[src/hw/rtl/sfws_pkg.sv]
// -----------------------------------------------------------------------------
// sfws_pkg
// Types, command bytes and the action program table of the flash sequencer.
// -----------------------------------------------------------------------------
`default_nettype none

package sfws_pkg;

    localparam int PAGE_BYTES      = 256;
    localparam int SECTOR_BYTES    = 4096;   // power of two
    localparam int ADDRESS_BITS    = 24;
    localparam int QUEUE_DEPTH_DEF = 4;

    localparam logic [23:0] ADDR_MASK   = 24'((64'd1 << ADDRESS_BITS) - 64'd1);
    localparam logic [23:0] SECTOR_MASK = 24'(SECTOR_BYTES - 1);

    localparam logic [7:0] CMD_READ    = 8'h03;
    localparam logic [7:0] CMD_PROGRAM = 8'h02;
    localparam logic [7:0] CMD_ERASE   = 8'h20;
    localparam logic [7:0] CMD_STATUS  = 8'h05;
    localparam logic [7:0] CMD_WREN    = 8'h06;
    localparam logic [7:0] CMD_WRDI    = 8'h04;

    typedef enum logic [2:0] {
        KIND_START  = 3'd0,
        KIND_DATA   = 3'd1,
        KIND_STATUS = 3'd2,
        KIND_OPEN   = 3'd3,
        KIND_CLOSE  = 3'd4
    } t_kind;

    typedef enum logic [2:0] {
        ACT_SEL_LOW  = 3'd0,
        ACT_SEND     = 3'd1,
        ACT_SEL_HIGH = 3'd2,
        ACT_STATUS   = 3'd3,
        ACT_DONE     = 3'd4,
        ACT_ERROR    = 3'd5
    } t_action;

    typedef enum logic [1:0] {
        PH_IDLE = 2'd0,
        PH_DATA = 2'd1,
        PH_POLL = 2'd2,
        PH_READ = 2'd3
    } t_phase;

    // What an accepted word turns into
    typedef enum logic [3:0] {
        CLS_START_EMPTY,
        CLS_START_ERASE,
        CLS_START_PROG,
        CLS_DATA,
        CLS_DATA_END,
        CLS_BUSY,
        CLS_POLL_PROG,
        CLS_POLL_ERASE,
        CLS_POLL_FINISH,
        CLS_OPEN,
        CLS_CLOSE,
        CLS_ERROR
    } t_cls;

    // Where a sent byte comes from
    typedef enum logic [2:0] {
        SRC_CONST,
        SRC_ADDR_HI,
        SRC_ADDR_MID,
        SRC_ADDR_LO,
        SRC_DATA
    } t_src;

    typedef logic [5:0] t_pc;

    typedef struct packed {
        t_action    action;
        t_src       src;
        logic [7:0] cbyte;
    } t_rom;

    // One queued command: a range of the program table plus its operands
    typedef struct packed {
        t_pc         first;
        t_pc         last;
        logic [23:0] addr;
        logic [7:0]  data_byte;
    } t_desc;

    typedef struct packed {
        logic full;
        logic empty;
    } t_q_status;

    // Program table ranges
    localparam t_pc SCR_SH_ERASE  = 6'd0;   // select high, then erase
    localparam t_pc SCR_ERASE     = 6'd1;
    localparam t_pc SCR_POLL_END  = 6'd12;  // also the lone status request
    localparam t_pc SCR_SH_PROG   = 6'd13;
    localparam t_pc SCR_PROG      = 6'd14;
    localparam t_pc SCR_PROG_END  = 6'd21;
    localparam t_pc SCR_SH_FINISH = 6'd22;
    localparam t_pc SCR_FINISH    = 6'd23;
    localparam t_pc SCR_FIN_END   = 6'd26;
    localparam t_pc SCR_DATA      = 6'd27;
    localparam t_pc SCR_DATA_END  = 6'd31;
    localparam t_pc SCR_ERROR     = 6'd32;
    localparam t_pc SCR_OPEN      = 6'd33;
    localparam t_pc SCR_OPEN_END  = 6'd37;
    localparam t_pc SCR_CLOSE     = 6'd0;

    function automatic t_rom rom_entry(input t_pc idx);
        t_rom e;
        e = '{action: ACT_ERROR, src: SRC_CONST, cbyte: 8'h00};
        unique case (idx)
            6'd0, 6'd3, 6'd9, 6'd13, 6'd16, 6'd22, 6'd25, 6'd28:
                e.action = ACT_SEL_HIGH;
            6'd1, 6'd4, 6'd10, 6'd14, 6'd17, 6'd23, 6'd29, 6'd33:
                e.action = ACT_SEL_LOW;
            6'd2, 6'd15:
                e = '{action: ACT_SEND, src: SRC_CONST, cbyte: CMD_WREN};
            6'd5:
                e = '{action: ACT_SEND, src: SRC_CONST, cbyte: CMD_ERASE};
            6'd6, 6'd19, 6'd35:
                e = '{action: ACT_SEND, src: SRC_ADDR_HI, cbyte: 8'h00};
            6'd7, 6'd20, 6'd36:
                e = '{action: ACT_SEND, src: SRC_ADDR_MID, cbyte: 8'h00};
            6'd8, 6'd21, 6'd37:
                e = '{action: ACT_SEND, src: SRC_ADDR_LO, cbyte: 8'h00};
            6'd11, 6'd30:
                e = '{action: ACT_SEND, src: SRC_CONST, cbyte: CMD_STATUS};
            6'd12, 6'd31:
                e.action = ACT_STATUS;
            6'd18:
                e = '{action: ACT_SEND, src: SRC_CONST, cbyte: CMD_PROGRAM};
            6'd24:
                e = '{action: ACT_SEND, src: SRC_CONST, cbyte: CMD_WRDI};
            6'd26:
                e.action = ACT_DONE;
            6'd27:
                e = '{action: ACT_SEND, src: SRC_DATA, cbyte: 8'h00};
            6'd34:
                e = '{action: ACT_SEND, src: SRC_CONST, cbyte: CMD_READ};
            default:
                e.action = ACT_ERROR;
        endcase
        return e;
    endfunction

    function automatic logic sector_start(input logic [23:0] addr);
        return (addr & SECTOR_MASK) == 24'd0;
    endfunction

    function automatic logic [8:0] chunk_size(input logic [24:0] rem);
        return (rem < 25'(PAGE_BYTES)) ? rem[8:0] : 9'(PAGE_BYTES);
    endfunction

endpackage

`default_nettype wire

[src/hw/rtl/sfws_front.sv]
// -----------------------------------------------------------------------------
// sfws_front
// Accepts request words, tracks the write/read phase and queues one command
// descriptor per word.
// -----------------------------------------------------------------------------
`default_nettype none

module sfws_front import sfws_pkg::*; (
    input  wire logic        i_clk,
    input  wire logic        i_rst_n,
    input  wire logic        i_valid,
    output logic             o_ready,
    input  wire logic [2:0]  i_kind,
    input  wire logic [23:0] i_address,
    input  wire logic [24:0] i_length,
    input  wire logic [7:0]  i_data_byte,
    input  wire t_q_status   i_q_status,
    output logic             o_push,
    output t_desc            o_desc
);

    t_phase      r_phase, n_phase;
    logic [23:0] r_cur, n_cur;
    logic [24:0] r_rem, n_rem;
    logic [8:0]  r_chunk, n_chunk;
    logic        r_after, n_after;

    t_cls        cls;
    logic [23:0] addr_in;

    assign addr_in = i_address & ADDR_MASK;
    assign o_ready = !i_q_status.full;
    assign o_push  = i_valid && !i_q_status.full;

    always_comb begin
        priority if (i_kind == KIND_START && r_phase == PH_IDLE) begin
            if (i_length == 25'd0)
                cls = CLS_START_EMPTY;
            else if (sector_start(addr_in))
                cls = CLS_START_ERASE;
            else
                cls = CLS_START_PROG;
        end else if (i_kind == KIND_DATA && r_phase == PH_DATA && r_chunk != 9'd0) begin
            cls = (r_chunk == 9'd1) ? CLS_DATA_END : CLS_DATA;
        end else if (i_kind == KIND_STATUS && r_phase == PH_POLL) begin
            if (i_data_byte[0])
                cls = CLS_BUSY;
            else if (!r_after)
                cls = CLS_POLL_PROG;
            else if (r_rem == 25'd0)
                cls = CLS_POLL_FINISH;
            else if (sector_start(r_cur))
                cls = CLS_POLL_ERASE;
            else
                cls = CLS_POLL_PROG;
        end else if (i_kind == KIND_OPEN && r_phase == PH_IDLE) begin
            cls = CLS_OPEN;
        end else if (i_kind == KIND_CLOSE && r_phase == PH_READ) begin
            cls = CLS_CLOSE;
        end else begin
            cls = CLS_ERROR;
        end
    end

    // Next state
    always_comb begin
        n_phase = r_phase;
        n_cur   = r_cur;
        n_rem   = r_rem;
        n_chunk = r_chunk;
        n_after = r_after;
        unique case (cls)
            CLS_START_EMPTY: begin
                n_cur   = addr_in;
                n_rem   = i_length;
                n_phase = PH_IDLE;
            end
            CLS_START_ERASE: begin
                n_cur   = addr_in;
                n_rem   = i_length;
                n_after = 1'b0;
                n_phase = PH_POLL;
            end
            CLS_START_PROG: begin
                n_cur   = addr_in;
                n_rem   = i_length;
                n_chunk = chunk_size(i_length);
                n_phase = PH_DATA;
            end
            CLS_DATA: begin
                n_cur   = (r_cur + 24'd1) & ADDR_MASK;
                n_rem   = r_rem - 25'd1;
                n_chunk = r_chunk - 9'd1;
            end
            CLS_DATA_END: begin
                n_cur   = (r_cur + 24'd1) & ADDR_MASK;
                n_rem   = r_rem - 25'd1;
                n_chunk = r_chunk - 9'd1;
                n_after = 1'b1;
                n_phase = PH_POLL;
            end
            CLS_POLL_PROG: begin
                n_chunk = chunk_size(r_rem);
                n_phase = PH_DATA;
            end
            CLS_POLL_ERASE: begin
                n_after = 1'b0;
                n_phase = PH_POLL;
            end
            CLS_POLL_FINISH: n_phase = PH_IDLE;
            CLS_OPEN:        n_phase = PH_READ;
            CLS_CLOSE:       n_phase = PH_IDLE;
            CLS_BUSY, CLS_ERROR: begin
                n_phase = r_phase;
            end
            default: n_phase = r_phase;
        endcase
    end

    // Descriptor
    always_comb begin
        o_desc.addr      = r_cur;
        o_desc.data_byte = i_data_byte;
        o_desc.first     = SCR_ERROR;
        o_desc.last      = SCR_ERROR;
        unique case (cls)
            CLS_START_EMPTY: begin
                o_desc.first = SCR_FINISH;
                o_desc.last  = SCR_FIN_END;
            end
            CLS_START_ERASE: begin
                o_desc.addr  = addr_in;
                o_desc.first = SCR_ERASE;
                o_desc.last  = SCR_POLL_END;
            end
            CLS_START_PROG: begin
                o_desc.addr  = addr_in;
                o_desc.first = SCR_PROG;
                o_desc.last  = SCR_PROG_END;
            end
            CLS_DATA: begin
                o_desc.first = SCR_DATA;
                o_desc.last  = SCR_DATA;
            end
            CLS_DATA_END: begin
                o_desc.first = SCR_DATA;
                o_desc.last  = SCR_DATA_END;
            end
            CLS_BUSY: begin
                o_desc.first = SCR_POLL_END;
                o_desc.last  = SCR_POLL_END;
            end
            CLS_POLL_PROG: begin
                o_desc.first = SCR_SH_PROG;
                o_desc.last  = SCR_PROG_END;
            end
            CLS_POLL_ERASE: begin
                o_desc.first = SCR_SH_ERASE;
                o_desc.last  = SCR_POLL_END;
            end
            CLS_POLL_FINISH: begin
                o_desc.first = SCR_SH_FINISH;
                o_desc.last  = SCR_FIN_END;
            end
            CLS_OPEN: begin
                o_desc.addr  = addr_in;
                o_desc.first = SCR_OPEN;
                o_desc.last  = SCR_OPEN_END;
            end
            CLS_CLOSE: begin
                o_desc.first = SCR_CLOSE;
                o_desc.last  = SCR_CLOSE;
            end
            CLS_ERROR: begin
                o_desc.first = SCR_ERROR;
                o_desc.last  = SCR_ERROR;
            end
            default: begin
                o_desc.first = SCR_ERROR;
                o_desc.last  = SCR_ERROR;
            end
        endcase
    end

    always_ff @(posedge i_clk) begin
        if (!i_rst_n) begin
            r_phase <= PH_IDLE;
            r_cur   <= 24'd0;
            r_rem   <= 25'd0;
            r_chunk <= 9'd0;
            r_after <= 1'b0;
        end else if (o_push) begin
            r_phase <= n_phase;
            r_cur   <= n_cur;
            r_rem   <= n_rem;
            r_chunk <= n_chunk;
            r_after <= n_after;
        end
    end

endmodule

`default_nettype wire

[src/hw/rtl/sfws_queue.sv]
// -----------------------------------------------------------------------------
// sfws_queue
// Small flop queue of command descriptors between front and back.
// -----------------------------------------------------------------------------
`default_nettype none

module sfws_queue import sfws_pkg::*; #(
    parameter int DEPTH = QUEUE_DEPTH_DEF   // 2 or more
) (
    input  wire logic  i_clk,
    input  wire logic  i_rst_n,
    input  wire logic  i_push,
    input  wire t_desc i_desc,
    input  wire logic  i_pop,
    output t_q_status  o_status,
    output t_desc      o_head
);

    localparam int PTR_W = $clog2(DEPTH);
    localparam int CNT_W = $clog2(DEPTH + 1);

    t_desc              r_mem [DEPTH];
    logic [PTR_W-1:0]   r_wr, r_rd;
    logic [CNT_W-1:0]   r_count;

    assign o_status.full  = r_count == CNT_W'(DEPTH);
    assign o_status.empty = r_count == '0;
    assign o_head         = r_mem[r_rd];

    function automatic logic [PTR_W-1:0] wrap_inc(input logic [PTR_W-1:0] p);
        return (p == PTR_W'(DEPTH - 1)) ? '0 : p + PTR_W'(1);
    endfunction

    always_ff @(posedge i_clk) begin
        if (i_push)
            r_mem[r_wr] <= i_desc;
    end

    always_ff @(posedge i_clk) begin
        if (!i_rst_n) begin
            r_wr    <= '0;
            r_rd    <= '0;
            r_count <= '0;
        end else begin
            if (i_push)
                r_wr <= wrap_inc(r_wr);
            if (i_pop)
                r_rd <= wrap_inc(r_rd);
            if (i_push && !i_pop)
                r_count <= r_count + CNT_W'(1);
            else if (i_pop && !i_push)
                r_count <= r_count - CNT_W'(1);
        end
    end

endmodule

`default_nettype wire

[src/hw/rtl/sfws_back.sv]
// -----------------------------------------------------------------------------
// sfws_back
// Walks the program table range of the head descriptor and drives one bus
// action per cycle into the output register whenever that register is free.
// -----------------------------------------------------------------------------
`default_nettype none

module sfws_back import sfws_pkg::*; (
    input  wire logic       i_clk,
    input  wire logic       i_rst_n,
    input  wire t_q_status  i_q_status,
    input  wire t_desc      i_head,
    output logic            o_pop,
    output logic            o_valid,
    input  wire logic       i_ready,
    output t_action         o_action,
    output logic [7:0]      o_spi_byte,
    output logic            o_last
);

    logic       r_valid;
    logic       r_started;
    t_pc        r_pc;
    t_action    r_action;
    logic [7:0] r_byte;
    logic       r_last;

    t_pc        n_pc;
    t_rom       ent;
    logic [7:0] n_byte;
    logic       out_free;
    logic       emit;
    logic       at_end;

    always_comb begin
        n_pc     = r_started ? r_pc : i_head.first;
        ent      = rom_entry(n_pc);
        out_free = !r_valid || i_ready;
        emit     = !i_q_status.empty && out_free;
        at_end   = n_pc == i_head.last;
        o_pop    = emit && at_end;
        unique case (ent.src)
            SRC_CONST:    n_byte = ent.cbyte;
            SRC_ADDR_HI:  n_byte = i_head.addr[23:16];
            SRC_ADDR_MID: n_byte = i_head.addr[15:8];
            SRC_ADDR_LO:  n_byte = i_head.addr[7:0];
            SRC_DATA:     n_byte = i_head.data_byte;
            default:      n_byte = 8'h00;
        endcase
    end

    always_ff @(posedge i_clk) begin
        if (!i_rst_n) begin
            r_valid   <= 1'b0;
            r_started <= 1'b0;
        end else if (emit) begin
            r_valid   <= 1'b1;
            r_started <= !at_end;
        end else if (i_ready) begin
            r_valid   <= 1'b0;
        end
    end

    // Payload: advance only on a word taken into the output register
    always_ff @(posedge i_clk) begin
        if (emit) begin
            r_pc     <= n_pc + t_pc'(1);
            r_action <= ent.action;
            r_byte   <= n_byte;
            r_last   <= at_end;
        end
    end

    assign o_valid    = r_valid;
    assign o_action   = r_action;
    assign o_spi_byte = r_byte;
    assign o_last     = r_last;

endmodule

`default_nettype wire

[src/hw/rtl/spi_flash_write_sequencer.sv]
// -----------------------------------------------------------------------------
// spi_flash_write_sequencer
// Turns flash write and read requests into a stream of SPI bus actions.
// -----------------------------------------------------------------------------
// Input stream: tuser carries the request kind (start write, data byte, status
// byte, open read, close read); tdata carries address, length and data byte.
// Output stream: one word per bus action (select low, send byte, select high,
// request status, write done, error); tlast marks the final action caused by
// one input word.
// The front stage takes one input word per cycle whenever the descriptor
// queue has room, updates the phase and pushes one descriptor. The back stage
// emits one action per cycle from a constant action table while the output
// is not stalled, so an input word yields as many output words as it has
// actions (1 for a data byte, up to 13 when the status word closing a program
// poll starts a sector erase). The first action passes through the queue and
// the output register before it appears on the output. Queue depth sets how many
// multi-action preambles can be absorbed while the receiver stalls.
// A stalled output holds its word; the back stage and then the front stage
// stop once the queue fills. Reset (synchronous, active low) empties the
// queue, drops the output word and returns to idle.
// -----------------------------------------------------------------------------
`default_nettype none

module spi_flash_write_sequencer import sfws_pkg::*; #(
    parameter int QUEUE_DEPTH = QUEUE_DEPTH_DEF
) (
    input  wire logic        i_clk,
    input  wire logic        i_rst_n,
    input  wire logic        i_s_axis_tvalid,
    output logic             o_s_axis_tready,
    // [23:0] address, [48:24] length, [56:49] data_byte, [63:57] zero
    input  wire logic [63:0] i_s_axis_tdata,
    // [2:0] kind
    input  wire logic [2:0]  i_s_axis_tuser,
    output logic             o_m_axis_tvalid,
    input  wire logic        i_m_axis_tready,
    // [2:0] action, [10:3] spi_byte, [15:11] zero
    output logic [15:0]      o_m_axis_tdata,
    output logic             o_m_axis_tlast
);

    t_q_status  q_status;
    t_desc      push_desc;
    t_desc      head_desc;
    logic       push;
    logic       pop;
    t_action    action;
    logic [7:0] spi_byte;

    sfws_front u_front (
        .i_clk       (i_clk),
        .i_rst_n     (i_rst_n),
        .i_valid     (i_s_axis_tvalid),
        .o_ready     (o_s_axis_tready),
        .i_kind      (i_s_axis_tuser),
        .i_address   (i_s_axis_tdata[23:0]),
        .i_length    (i_s_axis_tdata[48:24]),
        .i_data_byte (i_s_axis_tdata[56:49]),
        .i_q_status  (q_status),
        .o_push      (push),
        .o_desc      (push_desc)
    );

    sfws_queue #(
        .DEPTH (QUEUE_DEPTH)
    ) u_queue (
        .i_clk    (i_clk),
        .i_rst_n  (i_rst_n),
        .i_push   (push),
        .i_desc   (push_desc),
        .i_pop    (pop),
        .o_status (q_status),
        .o_head   (head_desc)
    );

    sfws_back u_back (
        .i_clk      (i_clk),
        .i_rst_n    (i_rst_n),
        .i_q_status (q_status),
        .i_head     (head_desc),
        .o_pop      (pop),
        .o_valid    (o_m_axis_tvalid),
        .i_ready    (i_m_axis_tready),
        .o_action   (action),
        .o_spi_byte (spi_byte),
        .o_last     (o_m_axis_tlast)
    );

    assign o_m_axis_tdata = {5'b0, spi_byte, action};

endmodule

`default_nettype wire

[config.mk]
export PLATFORM = sky130hd
export DESIGN_NAME = spi_flash_write_sequencer
export DESIGN_NICKNAME = d
export VERILOG_FILES = /design/src/hw/rtl/sfws_pkg.sv /design/src/hw/rtl/sfws_front.sv /design/src/hw/rtl/sfws_queue.sv /design/src/hw/rtl/sfws_back.sv /design/src/hw/rtl/spi_flash_write_sequencer.sv
export SDC_FILE = /design/constraint.sdc
export NUM_CORES = 1
export LEC_CHECK = 0
export BUFFER_PORTS_ARGS = -buffer_cell sky130_fd_sc_hd__buf_2
export CAP_MARGIN = 20
export CORE_ASPECT_RATIO = 0.7
export CORE_UTILIZATION = 66
export DETAILED_ROUTE_END_ITERATION = 6
export GPL_TIMING_DRIVEN = 0
export HOLD_SLACK_MARGIN = 0.03
export PLACE_DENSITY = 0.87
export SETUP_SLACK_MARGIN = 0.05
export SYNTH_ARGS = -nofsm -noshare
export SYNTH_HDL_FRONTEND = slang
export SYNTH_SLANG_ARGS = --single-unit
[constraint.sdc]
create_clock -name i_clk -period 5.52 [get_ports i_clk]
set_input_delay 0.552 -clock i_clk [delete_from_list [all_inputs] [get_ports i_clk]]
set_output_delay 0.552 -clock i_clk [all_outputs]
set_load 0.1 [all_outputs]
==> results of run 1 <==
==> power breakdown <==
part           switching [mW]  internal [mW]
Sequential              0.112           2.42
Clock                   0.740          0.971
Combinational            1.43          0.612
Total                    2.28           4.00
==> cell usage after synthesis, types with 6 or more instances <==
master	count	area (um^2)
sky130_fd_sc_hd__a211oi_1	17	128
sky130_fd_sc_hd__a21o_1	10	75.1
sky130_fd_sc_hd__a21oi_1	88	440
sky130_fd_sc_hd__a222oi_1	6	60.1
sky130_fd_sc_hd__a22oi_1	13	97.6
sky130_fd_sc_hd__a31oi_1	9	56.3
sky130_fd_sc_hd__and2_1	10	62.6
sky130_fd_sc_hd__and3_1	32	200
sky130_fd_sc_hd__clkbuf_1	73	274
sky130_fd_sc_hd__dfxtp_1	72	1440
sky130_fd_sc_hd__edfxtp_1	186	5590
sky130_fd_sc_hd__ha_1	16	200
sky130_fd_sc_hd__inv_1	24	90.1
sky130_fd_sc_hd__mux2i_1	18	180
sky130_fd_sc_hd__mux4_2	41	923
sky130_fd_sc_hd__nand2_1	110	413
sky130_fd_sc_hd__nand3_1	32	160
sky130_fd_sc_hd__nand4_1	36	225
sky130_fd_sc_hd__nor2_1	94	353
sky130_fd_sc_hd__nor3_1	32	160
sky130_fd_sc_hd__nor4_1	21	131
sky130_fd_sc_hd__o211ai_1	13	97.6
sky130_fd_sc_hd__o211ai_2	18	225
sky130_fd_sc_hd__o21a_1	7	52.6
sky130_fd_sc_hd__o21ai_0	60	300
sky130_fd_sc_hd__o22ai_1	6	37.5
sky130_fd_sc_hd__o31ai_1	12	90.1
sky130_fd_sc_hd__or3_1	7	43.8
sky130_fd_sc_hd__or4_1	9	67.6
sky130_fd_sc_hd__xnor2_1	13	114
sky130_fd_sc_hd__xor2_1	6	52.6
==> cell families after synthesis <==
| group | after synthesis | synth area share, % |
|---|---|---|
| simple gates | 419 | 16.0 |
| mux | 63 | 8.69 |
| compound gates | 304 | 15.6 |
| flops | 258 | 53.2 |
| xor+xnor | 19 | 1.26 |
| other cells | 1 | 0.0284 |
| fa+ha+maj | 17 | 1.67 |
| buf+inv | 113 | 3.57 |
==> flip-flops by register name, indices dropped and copies added, names as in the netlist, named ones only <==
name,cells
u_front.r_rem,25
u_front.r_phase,2
u_queue.r_count,3
u_front.r_chunk,9
u_front.r_after,1
u_front.r_cur,24
u_queue.r_rd,2
u_queue.r_wr,2
u_back.r_started,1
u_back.o_action,3
u_queue.r_mem,168
u_back.o_last,1
u_back.o_spi_byte,8
u_back.o_valid,1
u_back.r_pc,6
==> final cells by class <==
type / instances / area [um^2]
Sequential cell: 258 / 7030
Multi-Input combinational cell: 827 / 5750
Fill cell: 1244 / 4370
Clock buffer: 28 / 637
Timing Repair Buffer: 83 / 485
Buffer: 89 / 382
Tap cell: 264 / 330
Clock inverter: 17 / 163
Inverter: 24 / 90.1
==> routing by layer <==
metal  vias to the layer above  GRT usage, %  wire length [um]
met3                       187          12.8              5980
li1                       4838             -                 -
met1                      5412          55.4             14500
met5                         -             0                 0
met4                         0          13.8              1630
met2                      1021          57.7             16900
==> worst paths after layout <==
kind / depth (start not counted) / to
max: 10 / u_queue.r_mem[1][27]$_DFFE_PP_
min: 1 / u_queue.r_mem[2][3]$_DFFE_PP_
max reg2reg: 10 / u_queue.r_mem[1][27]$_DFFE_PP_
min reg2reg: 2 / u_back.o_valid$_SDFFE_PN0P_
==> metrics by stage <==
stage / worst slack (ns) / power, mW / cell area (um^2)
after floorplan: 2.19 / 4.01 / 13200
after global placement: 1.61 / 4.43 / 14000
after detailed placement: 1.39 / 4.54 / 14100
after CTS: 1.35 / 6.22 / 14900
after global routing: 1.06 / 6.49 / 14900
final: 1.21 / 6.28 / 14900
==> report_table.html, run 1 <==
<table>
<tr><th>Metric</th><th>Value</th></tr>
<tr><th colspan="2">Min path</th></tr>
<tr><td>Hold path start</td><td>i_s_axis_tdata[52]</td></tr>
<tr><td>HP Class</td><td>in -&gt; reg</td></tr>
<tr><th colspan="2">Final layout</th></tr>
<tr><td>Final Util</td><td>77.3%</td></tr>
<tr><td>Number of standard cells in the final layout excluding fillers</td><td>1590</td></tr>
<tr><td>Area grow syn2layout</td><td>12.4%</td></tr>
<tr><td>Most common cell after layout, fill and taps aside</td><td>sky130_fd_sc_hd__edfxtp_1</td></tr>
<tr><td>Proportion of layout cells with a drive suffix above 1</td><td>16.7%</td></tr>
<tr><td>Most frequent cells in the layout</td><td>186 x sky130_fd_sc_hd__edfxtp_1, 110 x sky130_fd_sc_hd__nand2_1, 94 x sky130_fd_sc_hd__nor2_1</td></tr>
<tr><td>Nets</td><td>around 1400</td></tr>
<tr><td>Number of antenna repair diodes</td><td>0</td></tr>
<tr><th colspan="2">Clock tree</th></tr>
<tr><td>Cts-stage hold buffer count</td><td>0</td></tr>
<tr><td>CTS Buffer Depth</td><td>3</td></tr>
<tr><td>Num CTS Buffers</td><td>25</td></tr>
<tr><td>Root buf cell</td><td>sky130_fd_sc_hd__clkbuf_16</td></tr>
<tr><td>Post-cts gate resize count</td><td>0</td></tr>
<tr><td>H-tree lvl count</td><td>1</td></tr>
<tr><td>Worst-path clk slew</td><td>0.07 ns</td></tr>
<tr><td>Clock latency at the later pin of the worst-skew pair</td><td>roughly 0.53 ns</td></tr>
<tr><td>Clock tree from TritonCTS</td><td>yes</td></tr>
<tr><td>Post-CTS Setup Inserts</td><td>0</td></tr>
<tr><td>Clock tree sinks</td><td>about 260</td></tr>
<tr><th colspan="2">Power and ir drop</th></tr>
<tr><td>Total power per unit cell area</td><td>~420 mW/mm^2</td></tr>
<tr><td>Peak ir drop on the vdd network</td><td>242 uV</td></tr>
<tr><td>Leakage dissipation</td><td>about 5.2 nW</td></tr>
<tr><th colspan="2">Yosys</th></tr>
<tr><td>Library cells used by synthesis</td><td>between 80 and 90</td></tr>
<tr><td>Syn Inst Count</td><td>approximately 1200</td></tr>
<tr><td>Share of synthesized registers carrying an async set or reset</td><td>0%</td></tr>
<tr><td>Syn avg cell area</td><td>11.1 um^2</td></tr>
<tr><td>Post-synthesis cell area</td><td>between 0.01 and 0.015 mm^2</td></tr>
<tr><td>Number of warnings issued by yosys</td><td>0</td></tr>
<tr><td>Part of the Yosys area used for sequential elements</td><td>between 50 and 60%</td></tr>
<tr><td>Synthesized flop and latch total</td><td>258</td></tr>
<tr><td>Number of flops mapped to enable cells by yosys</td><td>about 190</td></tr>
<tr><td>Main flop type after synthesis</td><td>sky130_fd_sc_hd__edfxtp_1</td></tr>
<tr><th colspan="2">Routing</th></tr>
<tr><td>Number of vias per cell</td><td>between 7 and 8</td></tr>
<tr><td>Residual DRC count</td><td>7</td></tr>
<tr><td>First-iteration detailed-routing DRC count</td><td>between 2000 and 2500</td></tr>
<tr><td>Total Wirelength</td><td>slightly below 40000 um</td></tr>
<tr><td>Average wire per cell in the routed design</td><td>24.5 um</td></tr>
<tr><td>Length of the first detailed-routing pass in iterations</td><td>7</td></tr>
<tr><td>Count of antenna-violating nets left after detailed routing</td><td>0</td></tr>
<tr><td>Via count</td><td>11500</td></tr>
<tr><th colspan="2">Critical path</th></tr>
<tr><td>Critical Path Start Type</td><td>flop</td></tr>
<tr><td>Critical Path Slowest Stage Cell</td><td>sky130_fd_sc_hd__nor4b_1</td></tr>
<tr><td>Largest incremental delay on the critical path</td><td>slightly above 0.8 ns</td></tr>
<tr><td>CP required</td><td>5.83 ns</td></tr>
<tr><td>Worst-path fanout max</td><td>10</td></tr>
<tr><td>Critical Path AT</td><td>between 4 and 5 ns</td></tr>
<tr><td>R2r startpoint</td><td>u_front.r_rem[0]$_SDFFE_PN0P_</td></tr>
<tr><td>CP most frequent cell</td><td>sky130_fd_sc_hd__nand4_1</td></tr>
<tr><td>WS Path Type</td><td>reg -&gt; reg</td></tr>
<tr><td>Register-to-register setup slack</td><td>around 1.2 ns</td></tr>
<tr><td>Count of buffer and inverter cells on the critical path</td><td>2</td></tr>
<tr><td>Crit path from</td><td>u_front.r_rem[0]$_SDFFE_PN0P_</td></tr>
<tr><td>CP Cell Sequence</td><td>inv_1, ha_1, nor4b_1, nand4_1, o21ai_2, a32oi_2, o21ai_1, clkbuf_1, nand4_1, o211ai_2</td></tr>
<tr><td>Worst path top cell family by delay</td><td>simple AND/OR/NAND/NOR gates</td></tr>
<tr><td>Kind of end point of the critical path</td><td>flop</td></tr>
<tr><th colspan="2">Global route</th></tr>
<tr><td>Total congestion overflow after global routing</td><td>0</td></tr>
<tr><td>Antenna violations before repair</td><td>0</td></tr>
<tr><td>Wire length of the first global-routing pass</td><td>approximately 61000 um</td></tr>
<tr><td>Number of global-route vias before repair</td><td>~11000</td></tr>
<tr><td>Largest net degree at the start of global routing</td><td>37</td></tr>
<tr><td>All-Layer GR Usage</td><td>around 39%</td></tr>
<tr><th colspan="2">STA</th></tr>
<tr><td>Maximum clock frequency</td><td>approximately 230 MHz</td></tr>
<tr><td>Worst-margin pin slew</td><td>~1 ns</td></tr>
<tr><td>Worst clock skew on the final layout</td><td>around 0.014 ns</td></tr>
<tr><td>Final hold slack</td><td>0.243 ns</td></tr>
<tr><td>Fin crit period</td><td>4.31 ns</td></tr>
<tr><td>Count of final max-slew check failures</td><td>0</td></tr>
<tr><td>Number of hold violations in the final report</td><td>0</td></tr>
<tr><td>Final period utilization</td><td>approximately 80%</td></tr>
<tr><td>Max-Slew Margin vs Limit</td><td>33.8%</td></tr>
<tr><td>Setup repair after global routing missed its margin</td><td>false</td></tr>
<tr><td>Setup total negative slack</td><td>0 ns</td></tr>
<tr><td>Final Setup Violations</td><td>0</td></tr>
<tr><th colspan="2">Floorplan</th></tr>
<tr><td>Initial Util</td><td>about 69%</td></tr>
<tr><td>Core area</td><td>0.0192 mm^2</td></tr>
<tr><td>Die width</td><td>around 170 um</td></tr>
<tr><td>Standard-cell rows</td><td>42</td></tr>
<tr><td>Total die area</td><td>around 0.021 mm^2</td></tr>
<tr><td>Count of pins on the block boundary</td><td>90</td></tr>
<tr><td>Height of the die</td><td>between 100 and 150 um</td></tr>
<tr><th colspan="2">Run status</th></tr>
<tr><td>Violations in the final reports</td><td>DRC</td></tr>
<tr><td>Result of the run</td><td>finished with violations</td></tr>
<tr><th colspan="2">Placement</th></tr>
<tr><td>Placer's final routability congestion estimate</td><td>about 1.0</td></tr>
<tr><td>Cell Count Post-Placement</td><td>1545</td></tr>
<tr><td>Half-perimeter wire length of the detailed placement result</td><td>26600 um</td></tr>
<tr><td>Number of buffers inserted by port buffering</td><td>between 70 and 80</td></tr>
<tr><th colspan="2">Flow run</th></tr>
<tr><td>Max-Cap Viols</td><td>0</td></tr>
</table>
No activity file was read; power rests on OpenSTA's default activity.
==> run 2, diff against run 1 <==
--- a/config.mk
+++ b/config.mk
@@ -8,11 +8,11 @@
 export BUFFER_PORTS_ARGS = -buffer_cell sky130_fd_sc_hd__buf_2
 export CAP_MARGIN = 20
 export CORE_ASPECT_RATIO = 0.7
-export CORE_UTILIZATION = 66
+export CORE_UTILIZATION = 55
 export DETAILED_ROUTE_END_ITERATION = 6
 export GPL_TIMING_DRIVEN = 0
 export HOLD_SLACK_MARGIN = 0.03
-export PLACE_DENSITY = 0.87
+export PLACE_DENSITY = 0.77
 export SETUP_SLACK_MARGIN = 0.05
 export SYNTH_ARGS = -nofsm -noshare
 export SYNTH_HDL_FRONTEND = slang
==> constraint.sdc (replaced) <==
create_clock -name i_clk -period 3.95 [get_ports i_clk]
set_input_delay 0.395 -clock i_clk [delete_from_list [all_inputs] [get_ports i_clk]]
set_output_delay 0.395 -clock i_clk [all_outputs]
set_load 0.1 [all_outputs]
==> report_table.html, run 2 (synthesized netlist as in run 1, its figures left out) <==
<table>
<tr><th>Metric</th><th>Value</th></tr>
<tr><th colspan="2">Floorplan</th></tr>
<tr><td>Die width</td><td>187 um (+9.4%)</td></tr>
<tr><td>Core area</td><td>0.0236 mm^2 (+23%)</td></tr>
<tr><td>Count of pins on the block boundary</td><td>90 (unchanged)</td></tr>
<tr><td>Standard-cell rows</td><td>47 (+12%)</td></tr>
<tr><td>Height of the die</td><td>132 um (+9.4%)</td></tr>
<tr><td>Initial Util</td><td>55.9% (-13 points)</td></tr>
<tr><td>Total die area</td><td>0.0247 mm^2 (+20%)</td></tr>
<tr><th colspan="2">Clock tree</th></tr>
<tr><td>Cts-stage hold buffer count</td><td>0 (unchanged)</td></tr>
<tr><td>Clock latency at the later pin of the worst-skew pair</td><td>0.54 ns (about the same)</td></tr>
<tr><td>Clock tree sinks</td><td>258 (unchanged)</td></tr>
<tr><td>Root buf cell</td><td>sky130_fd_sc_hd__clkbuf_16</td></tr>
<tr><td>Clock tree from TritonCTS</td><td>yes</td></tr>
<tr><td>Post-CTS Setup Inserts</td><td>0 (unchanged)</td></tr>
<tr><td>H-tree lvl count</td><td>1 (unchanged)</td></tr>
<tr><td>Num CTS Buffers</td><td>26 (+4.0%)</td></tr>
<tr><td>Worst-path clk slew</td><td>0.07 ns (about the same)</td></tr>
<tr><td>CTS Buffer Depth</td><td>3 (unchanged)</td></tr>
<tr><th colspan="2">Routing</th></tr>
<tr><td>Via count</td><td>11000 (-4.2%)</td></tr>
<tr><td>Residual DRC count</td><td>7 (unchanged)</td></tr>
<tr><td>Length of the first detailed-routing pass in iterations</td><td>7 (unchanged)</td></tr>
<tr><td>Average wire per cell in the routed design</td><td>22.5 um (-8.4%)</td></tr>
<tr><td>Number of vias per cell</td><td>6.67 (-7.4%)</td></tr>
<tr><td>Count of antenna-violating nets left after detailed routing</td><td>0 (unchanged)</td></tr>
<tr><td>Total Wirelength</td><td>37000 um (-5.2%)</td></tr>
<tr><td>First-iteration detailed-routing DRC count</td><td>1711 (-26%)</td></tr>
<tr><th colspan="2">Placement</th></tr>
<tr><td>Number of buffers inserted by port buffering</td><td>77 (unchanged)</td></tr>
<tr><td>Placer's final routability congestion estimate</td><td>0.964 (-6.1%)</td></tr>
<tr><td>DP Area</td><td>0.0141 mm^2 (+0.52%)</td></tr>
<tr><td>Half-perimeter wire length of the detailed placement result</td><td>26300 um (-1.3%)</td></tr>
<tr><th colspan="2">Final layout</th></tr>
<tr><td>Final Cell Area</td><td>0.0150 mm^2 (+1.2%)</td></tr>
<tr><td>Register with the most flip-flops</td><td>u_queue.r_mem</td></tr>
<tr><td>Nets</td><td>1396 (unchanged)</td></tr>
<tr><td>Largest registers</td><td>u_queue.r_mem: 168 flops, u_front.r_rem: 25 flops, u_front.r_cur: 24 flops</td></tr>
<tr><td>Max FFs per register</td><td>168 (unchanged)</td></tr>
<tr><td>Number of antenna repair diodes</td><td>0 (unchanged)</td></tr>
<tr><td>Area grow syn2layout</td><td>13.7%</td></tr>
<tr><td>Proportion of layout cells with a drive suffix above 1</td><td>17.3% (+0.67 points)</td></tr>
<tr><td>Most common cell after layout, fill and taps aside</td><td>sky130_fd_sc_hd__edfxtp_1</td></tr>
<tr><td>Final Util</td><td>63.6% (-14 points)</td></tr>
<tr><td>Most frequent cells in the layout</td><td>186 x sky130_fd_sc_hd__edfxtp_1, 110 x sky130_fd_sc_hd__nand2_1, 94 x sky130_fd_sc_hd__nor2_1</td></tr>
<tr><th colspan="2">Global route</th></tr>
<tr><td>Largest net degree at the start of global routing</td><td>28 (-24%)</td></tr>
<tr><td>Total congestion overflow after global routing</td><td>0 (unchanged)</td></tr>
<tr><td>Number of global-route vias before repair</td><td>9965 (-9.5%)</td></tr>
<tr><td>All-Layer GR Usage</td><td>29.7% (-9.7 points)</td></tr>
<tr><td>Antenna violations before repair</td><td>0 (unchanged)</td></tr>
<tr><td>Wire length of the first global-routing pass</td><td>56800 um (-7.1%)</td></tr>
<tr><th colspan="2">Critical path</th></tr>
<tr><td>CP required</td><td>4.23 ns (-1.60 ns)</td></tr>
<tr><td>Critical Path Start Type</td><td>flop</td></tr>
<tr><td>Critical Path AT</td><td>4.11 ns (-0.51 ns)</td></tr>
<tr><td>Critical Path Slowest Stage Cell</td><td>sky130_fd_sc_hd__nor4_2</td></tr>
<tr><td>Worst-path fanout max</td><td>10 (unchanged)</td></tr>
<tr><td>Largest incremental delay on the critical path</td><td>0.59 ns (-0.22 ns)</td></tr>
<tr><td>CP most frequent cell</td><td>sky130_fd_sc_hd__buf_6</td></tr>
<tr><td>R2r startpoint</td><td>u_front.r_rem[8]$_SDFFE_PN0P_</td></tr>
<tr><td>Crit path from</td><td>u_front.r_rem[8]$_SDFFE_PN0P_</td></tr>
<tr><td>CP Cell Sequence</td><td>nor4_2, nand4b_1, o21ai_2, a32oi_2, or3_1, buf_2, and2_4, buf_6, buf_6, o211ai_1</td></tr>
<tr><td>Worst path top cell family by delay</td><td>simple AND/OR/NAND/NOR gates</td></tr>
<tr><td>WS Path Type</td><td>reg -&gt; reg</td></tr>
<tr><td>Kind of end point of the critical path</td><td>flop</td></tr>
<tr><td>Count of buffer and inverter cells on the critical path</td><td>3 (+1)</td></tr>
<tr><th colspan="2">STA</th></tr>
<tr><td>Maximum clock frequency</td><td>261 MHz (+12%)</td></tr>
<tr><td>Number of hold violations in the final report</td><td>0 (unchanged)</td></tr>
<tr><td>Final period utilization</td><td>97.0% (+19 points)</td></tr>
<tr><td>Worst clock skew on the final layout</td><td>0.0213 ns (+0.00715 ns)</td></tr>
<tr><td>Setup repair after global routing missed its margin</td><td>false</td></tr>
<tr><td>Worst-margin pin slew</td><td>0.896 ns (-0.0832 ns)</td></tr>
<tr><td>Max-Slew Margin vs Limit</td><td>40.3% (+6.5 points)</td></tr>
<tr><td>Final Setup Violations</td><td>0 (unchanged)</td></tr>
<tr><td>Count of final max-slew check failures</td><td>0 (unchanged)</td></tr>
<tr><td>Fin crit period</td><td>3.83 ns (-0.473 ns)</td></tr>
<tr><th colspan="2">Power and ir drop</th></tr>
<tr><td>Clock Power Share</td><td>28.2% (+1.0 points)</td></tr>
<tr><td>Total power per unit cell area</td><td>590 mW/mm^2 (+39%)</td></tr>
<tr><td>Net switching power</td><td>3.17 mW (+39%)</td></tr>
<tr><td>Peak ir drop on the vdd network</td><td>692 uV (+190%)</td></tr>
<tr><td>Share of power burned in registers</td><td>39.7% (-0.5 points)</td></tr>
<tr><td>Leakage dissipation</td><td>5.24 nW (+0.45%)</td></tr>
<tr><td>Internal power summed over all cells</td><td>5.70 mW (+42%)</td></tr>
<tr><td>Switching Fraction</td><td>35.7% (-0.63 points)</td></tr>
<tr><td>Logic gate share of total power</td><td>32.1% (-0.4 points)</td></tr>
<tr><th colspan="2">Flow run</th></tr>
<tr><td>Max-Cap Viols</td><td>0 (unchanged)</td></tr>
<tr><th colspan="2">Run status</th></tr>
<tr><td>Violations in the final reports</td><td>DRC</td></tr>
<tr><td>Result of the run</td><td>finished with violations</td></tr>
<tr><th colspan="2">Min path</th></tr>
<tr><td>HP Class</td><td>in -&gt; reg</td></tr>
<tr><td>Hold path start</td><td>i_s_axis_tdata[52]</td></tr>
</table>
[run 2: power by group through the flow]
stage	Sequential, mW	Clock (mW)	Combinational [mW]
floorplan	4.03	0	1.57
finish	3.52	2.50	2.85
detailed placement	3.57	0	2.74
global placement	3.58	0	2.64
CTS	3.52	2.51	2.78
global route	3.56	2.60	3.02
[run 2: worst paths after layout]
kind                                    end  depth (start not counted)  slack, ns
min           u_queue.r_mem[1][3]$_DFFE_PP_                          1       0.07
min reg2reg     u_back.o_valid$_SDFFE_PN0P_                          2       0.49
max          u_queue.r_mem[1][41]$_DFFE_PP_                         10       0.12
max reg2reg  u_queue.r_mem[1][41]$_DFFE_PP_                         10       0.12
[run 2: area by class of cell]
| type | count | area, um^2 |
|---|---|---|
| tap | 318 | 398 |
| timing repair buffer | 83 | 490 |
| multi-input combinational | 827 | 5790 |
| fill | 1851 | 8610 |
| sequential | 258 | 7030 |
| buffer | 88 | 383 |
| clock buffer | 33 | 698 |
| inverter | 24 | 90.1 |
| clock inverter | 14 | 159 |
[run 2: layer usage]
layer  up-vias  share of wire [%]  track usage [%]
met5         -                  0                0
met4         0                2.6             7.15
met3        85                 13             7.64
met2       769                 41             41.9
met1      5289                 43             45.7
li1       4836                  -                -
[run 2: per-stage QoR]
| step | setup WS [ns] | std cells | TNS, ns | power (mW) | hold WS, ns |
|---|---|---|---|---|---|
| finish | 0.118 | 1645 | 0 | 8.86 | 0.0727 |
| global route | 0.0472 | 1645 | 0 | 9.18 | 0.0797 |
| global placement | -0.177 | 1593 | -0.230 | 6.21 | 0.451 |
| floorplan | 0.624 | 1198 | 0 | 5.60 | 0.454 |
| detailed placement | -0.236 | 1599 | -0.488 | 6.32 | 0.479 |
| CTS | 0.0515 | 1646 | 0 | 8.81 | 0.0678 |
[run 2: repair_timing]
action                                 in CTS  in global routing
endpoints found under the hold margin       0                  0
pin swaps                                   0                  0
resized for setup                           3                  8
cloned                                      0                  0
setup endpoints to repair                   7                118
==> run 3, diff against run 2 <==
--- a/config.mk
+++ b/config.mk
@@ -8,11 +8,11 @@
 export BUFFER_PORTS_ARGS = -buffer_cell sky130_fd_sc_hd__buf_2
 export CAP_MARGIN = 20
 export CORE_ASPECT_RATIO = 0.7
-export CORE_UTILIZATION = 55
+export CORE_UTILIZATION = 52
 export DETAILED_ROUTE_END_ITERATION = 6
 export GPL_TIMING_DRIVEN = 0
 export HOLD_SLACK_MARGIN = 0.03
-export PLACE_DENSITY = 0.77
+export PLACE_DENSITY = 0.74
 export SETUP_SLACK_MARGIN = 0.05
 export SYNTH_ARGS = -nofsm -noshare
 export SYNTH_HDL_FRONTEND = slang
==> report_table.html, run 3 (synthesized netlist as in run 1, its figures left out) <==
<table>
<tr><th>Metric</th><th>Value</th></tr>
<tr><th colspan="2">Final layout</th></tr>
<tr><td>Proportion of layout cells with a drive suffix above 1</td><td>17.6% (+0.29 points)</td></tr>
<tr><td>Register Area</td><td>0.00703 mm^2 (unchanged)</td></tr>
<tr><td>Most frequent cells in the layout</td><td>186 x sky130_fd_sc_hd__edfxtp_1, 110 x sky130_fd_sc_hd__nand2_1, 94 x sky130_fd_sc_hd__nor2_1</td></tr>
<tr><td>Largest registers</td><td>u_queue.r_mem: 168 flops, u_front.r_rem: 25 flops, u_front.r_cur: 24 flops</td></tr>
<tr><td>Most common cell after layout, fill and taps aside</td><td>sky130_fd_sc_hd__edfxtp_1</td></tr>
<tr><td>Register with the most flip-flops</td><td>u_queue.r_mem</td></tr>
<tr><td>Number of fill cells</td><td>2024 (+9.3%)</td></tr>
<tr><td>Area grow syn2layout</td><td>13.4%</td></tr>
<tr><td>Max FFs per register</td><td>168 (unchanged)</td></tr>
<tr><td>Final Util</td><td>60.5% (-3.1 points)</td></tr>
<tr><td>Number of antenna repair diodes</td><td>0 (unchanged)</td></tr>
<tr><td>Multi-input gate area in the final layout</td><td>0.00579 mm^2 (about the same)</td></tr>
<tr><td>Nets</td><td>1395 (-0.072%)</td></tr>
<tr><th colspan="2">Min path</th></tr>
<tr><td>Hold path start</td><td>i_s_axis_tdata[53]</td></tr>
<tr><td>HP Class</td><td>in -&gt; reg</td></tr>
<tr><td>Worst Hold Path EP</td><td>u_queue.r_mem[0][4]$_DFFE_PP_</td></tr>
<tr><td>Cell depth of the worst min-delay path</td><td>1 (unchanged)</td></tr>
<tr><th colspan="2">Critical path</th></tr>
<tr><td>Kind of end point of the critical path</td><td>flop</td></tr>
<tr><td>Largest incremental delay on the critical path</td><td>0.56 ns (-0.03 ns)</td></tr>
<tr><td>Critical Path AT</td><td>4.05 ns (-0.06 ns)</td></tr>
<tr><td>Count of buffer and inverter cells on the critical path</td><td>3 (unchanged)</td></tr>
<tr><td>Worst r2r dst</td><td>u_queue.r_mem[0][41]$_DFFE_PP_</td></tr>
<tr><td>WS Path Type</td><td>reg -&gt; reg</td></tr>
<tr><td>Worst-path fanout max</td><td>10 (unchanged)</td></tr>
<tr><td>CP Cell Sequence</td><td>nor4_2, nand4b_1, o21ai_2, a32oi_2, or3_1, buf_2, and2_4, buf_6, buf_6, o211ai_1</td></tr>
<tr><td>Critical Path Start Type</td><td>flop</td></tr>
<tr><td>Critical Path Slowest Stage Cell</td><td>sky130_fd_sc_hd__nor4_2</td></tr>
<tr><td>Number of cells on the worst reg-to-reg path</td><td>10 (unchanged)</td></tr>
<tr><td>CP most frequent cell</td><td>sky130_fd_sc_hd__buf_6</td></tr>
<tr><td>R2r startpoint</td><td>u_front.r_rem[8]$_SDFFE_PN0P_</td></tr>
<tr><td>Register-to-register setup slack</td><td>0.19 ns (+0.07 ns)</td></tr>
<tr><td>Worst path top cell family by delay</td><td>simple AND/OR/NAND/NOR gates</td></tr>
<tr><td>CP required</td><td>4.24 ns (about the same)</td></tr>
<tr><th colspan="2">Run status</th></tr>
<tr><td>Violations in the final reports</td><td>DRC</td></tr>
<tr><td>Result of the run</td><td>finished with violations</td></tr>
<tr><th colspan="2">STA</th></tr>
<tr><td>Setup total negative slack</td><td>0 ns (unchanged)</td></tr>
<tr><td>Final period utilization</td><td>95.2% (-1.8 points)</td></tr>
<tr><td>Maximum clock frequency</td><td>266 MHz (+1.9%)</td></tr>
<tr><td>Final hold slack</td><td>0.0891 ns (+0.0165 ns)</td></tr>
<tr><td>Number of hold violations in the final report</td><td>0 (unchanged)</td></tr>
<tr><td>Worst-margin pin slew</td><td>0.921 ns (+0.0249 ns)</td></tr>
<tr><td>Final Setup Violations</td><td>0 (unchanged)</td></tr>
<tr><td>Setup repair after global routing missed its margin</td><td>false</td></tr>
<tr><td>Count of final max-slew check failures</td><td>0 (unchanged)</td></tr>
<tr><td>Fin crit period</td><td>3.76 ns (-0.0709 ns)</td></tr>
<tr><td>Max-Slew Margin vs Limit</td><td>38.6% (-1.7 points)</td></tr>
<tr><td>Worst clock skew on the final layout</td><td>0.0135 ns (-0.00778 ns)</td></tr>
<tr><th colspan="2">Routing</th></tr>
<tr><td>Residual DRC count</td><td>2 (-5)</td></tr>
<tr><td>Via count</td><td>10800 (-1.8%)</td></tr>
<tr><td>First-iteration detailed-routing DRC count</td><td>1562 (-8.7%)</td></tr>
<tr><td>Total Wirelength</td><td>36900 um (-0.24%)</td></tr>
<tr><td>Average wire per cell in the routed design</td><td>22.4 um (-0.36%)</td></tr>
<tr><td>Count of antenna-violating nets left after detailed routing</td><td>0 (unchanged)</td></tr>
<tr><td>Length of the first detailed-routing pass in iterations</td><td>7 (unchanged)</td></tr>
<tr><td>Number of vias per cell</td><td>6.55 (-1.9%)</td></tr>
<tr><th colspan="2">Clock tree</th></tr>
<tr><td>Cts-stage hold buffer count</td><td>0 (unchanged)</td></tr>
<tr><td>Root buf cell</td><td>sky130_fd_sc_hd__clkbuf_16</td></tr>
<tr><td>Clock latency at the later pin of the worst-skew pair</td><td>0.52 ns (-0.02 ns)</td></tr>
<tr><td>Num CTS Buffers</td><td>25 (-3.8%)</td></tr>
<tr><td>Clock tree from TritonCTS</td><td>yes</td></tr>
<tr><td>Clock tree sinks</td><td>258 (unchanged)</td></tr>
<tr><td>H-tree lvl count</td><td>1 (unchanged)</td></tr>
<tr><td>CTS Buffer Depth</td><td>3 (unchanged)</td></tr>
<tr><td>Worst-path clk slew</td><td>0.07 ns (about the same)</td></tr>
<tr><th colspan="2">Floorplan</th></tr>
<tr><td>Total die area</td><td>0.0261 mm^2 (+5.7%)</td></tr>
<tr><td>Standard-cell rows</td><td>48 (+2.1%)</td></tr>
<tr><td>Count of pins on the block boundary</td><td>90 (unchanged)</td></tr>
<tr><td>Core area</td><td>0.0248 mm^2 (+4.9%)</td></tr>
<tr><td>Height of the die</td><td>135 um (+2.8%)</td></tr>
<tr><td>Die width</td><td>193 um (+2.8%)</td></tr>
<tr><td>Initial Util</td><td>53.3% (-2.6 points)</td></tr>
<tr><th colspan="2">Global route</th></tr>
<tr><td>Largest net degree at the start of global routing</td><td>36 (+29%)</td></tr>
<tr><td>Total congestion overflow after global routing</td><td>0 (unchanged)</td></tr>
<tr><td>Number of global-route vias before repair</td><td>10100 (+1.2%)</td></tr>
<tr><td>Wire length of the first global-routing pass</td><td>57000 um (+0.40%)</td></tr>
<tr><td>All-Layer GR Usage</td><td>28.8% (-0.91 points)</td></tr>
<tr><td>Antenna violations before repair</td><td>1 (+1)</td></tr>
<tr><th colspan="2">Power and ir drop</th></tr>
<tr><td>Peak ir drop on the vdd network</td><td>334 uV (-52%)</td></tr>
<tr><td>Leakage dissipation</td><td>5.22 nW (-0.36%)</td></tr>
<tr><td>Total power per unit cell area</td><td>585 mW/mm^2 (-0.72%)</td></tr>
<tr><th colspan="2">Placement</th></tr>
<tr><td>Number of buffers inserted by port buffering</td><td>77 (unchanged)</td></tr>
<tr><td>Half-perimeter wire length of the detailed placement result</td><td>26400 um (+0.56%)</td></tr>
<tr><td>Placer's final routability congestion estimate</td><td>0.966 (+0.15%)</td></tr>
<tr><th colspan="2">Flow run</th></tr>
<tr><td>Max-Cap Viols</td><td>0 (unchanged)</td></tr>
</table>
## run 3: per-layer routing
layer / track usage (%) / vias to the layer above / share of wire, %
met5: 0 / - / 0.035
met4: 6.82 / 2 / 2.4
met3: 7.72 / 79 / 12
met2: 41.5 / 645 / 42
met1: 43.2 / 5224 / 43
li1: - / 4830 / -
## run 3: how the worst max path moves through the flow
stage / from / end / depth (start not counted)
6_report: u_front.r_rem[8]$_SDFFE_PN0P_ / u_queue.r_mem[0][41]$_DFFE_PP_ / 10
5_1_grt: flop / u_queue.r_count[2]$_SDFFE_PN0P_ / 15
4_1_cts: flop / u_back.o_spi_byte[0]$_DFFE_PP_ / 11
3_5_place_dp: flop / u_back.o_spi_byte[0]$_DFFE_PP_ / 11
3_3_place_gp: flop / u_back.o_spi_byte[0]$_DFFE_PP_ / 11
2_1_floorplan: flop / u_queue.r_count[2]$_SDFFE_PN0P_ / 16
## run 3: power by group
part | internal (mW) | switching, mW
clock | 1.39 | 1.03
combinational | 0.870 | 1.97
sequential | 3.37 | 0.142
## run 3: cell type report
| class | count | share of cell area (%) |
|---|---|---|
| sequential | 258 | 46.9 |
| multi-input combinational | 827 | 38.6 |
| clock buffer | 30 | 4.43 |
| timing repair buffer | 83 | 3.24 |
| tap | 325 | 2.71 |
| buffer | 88 | 2.54 |
| clock inverter | 12 | 1.02 |
| inverter | 24 | 0.601 |
## run 3: through the flow
stage	std cells	total power, mW	instance area, um^2	worst slack [ns]
final	1647	8.78	15000	0.189
after global routing	1647	9.14	15000	0.0570
after CTS	1648	8.76	15000	0.121
after detailed placement	1606	6.33	14100	-0.235
after global placement	1600	6.23	14000	-0.103
after floorplan	1198	5.60	13200	0.624
## run 3: timing repair
action                                  in CTS  in global routing
gates resized for setup                      3                  9
endpoints found under the setup margin      10                 76
setup buffers                                0                  0
hold endpoints to repair                     0                  0
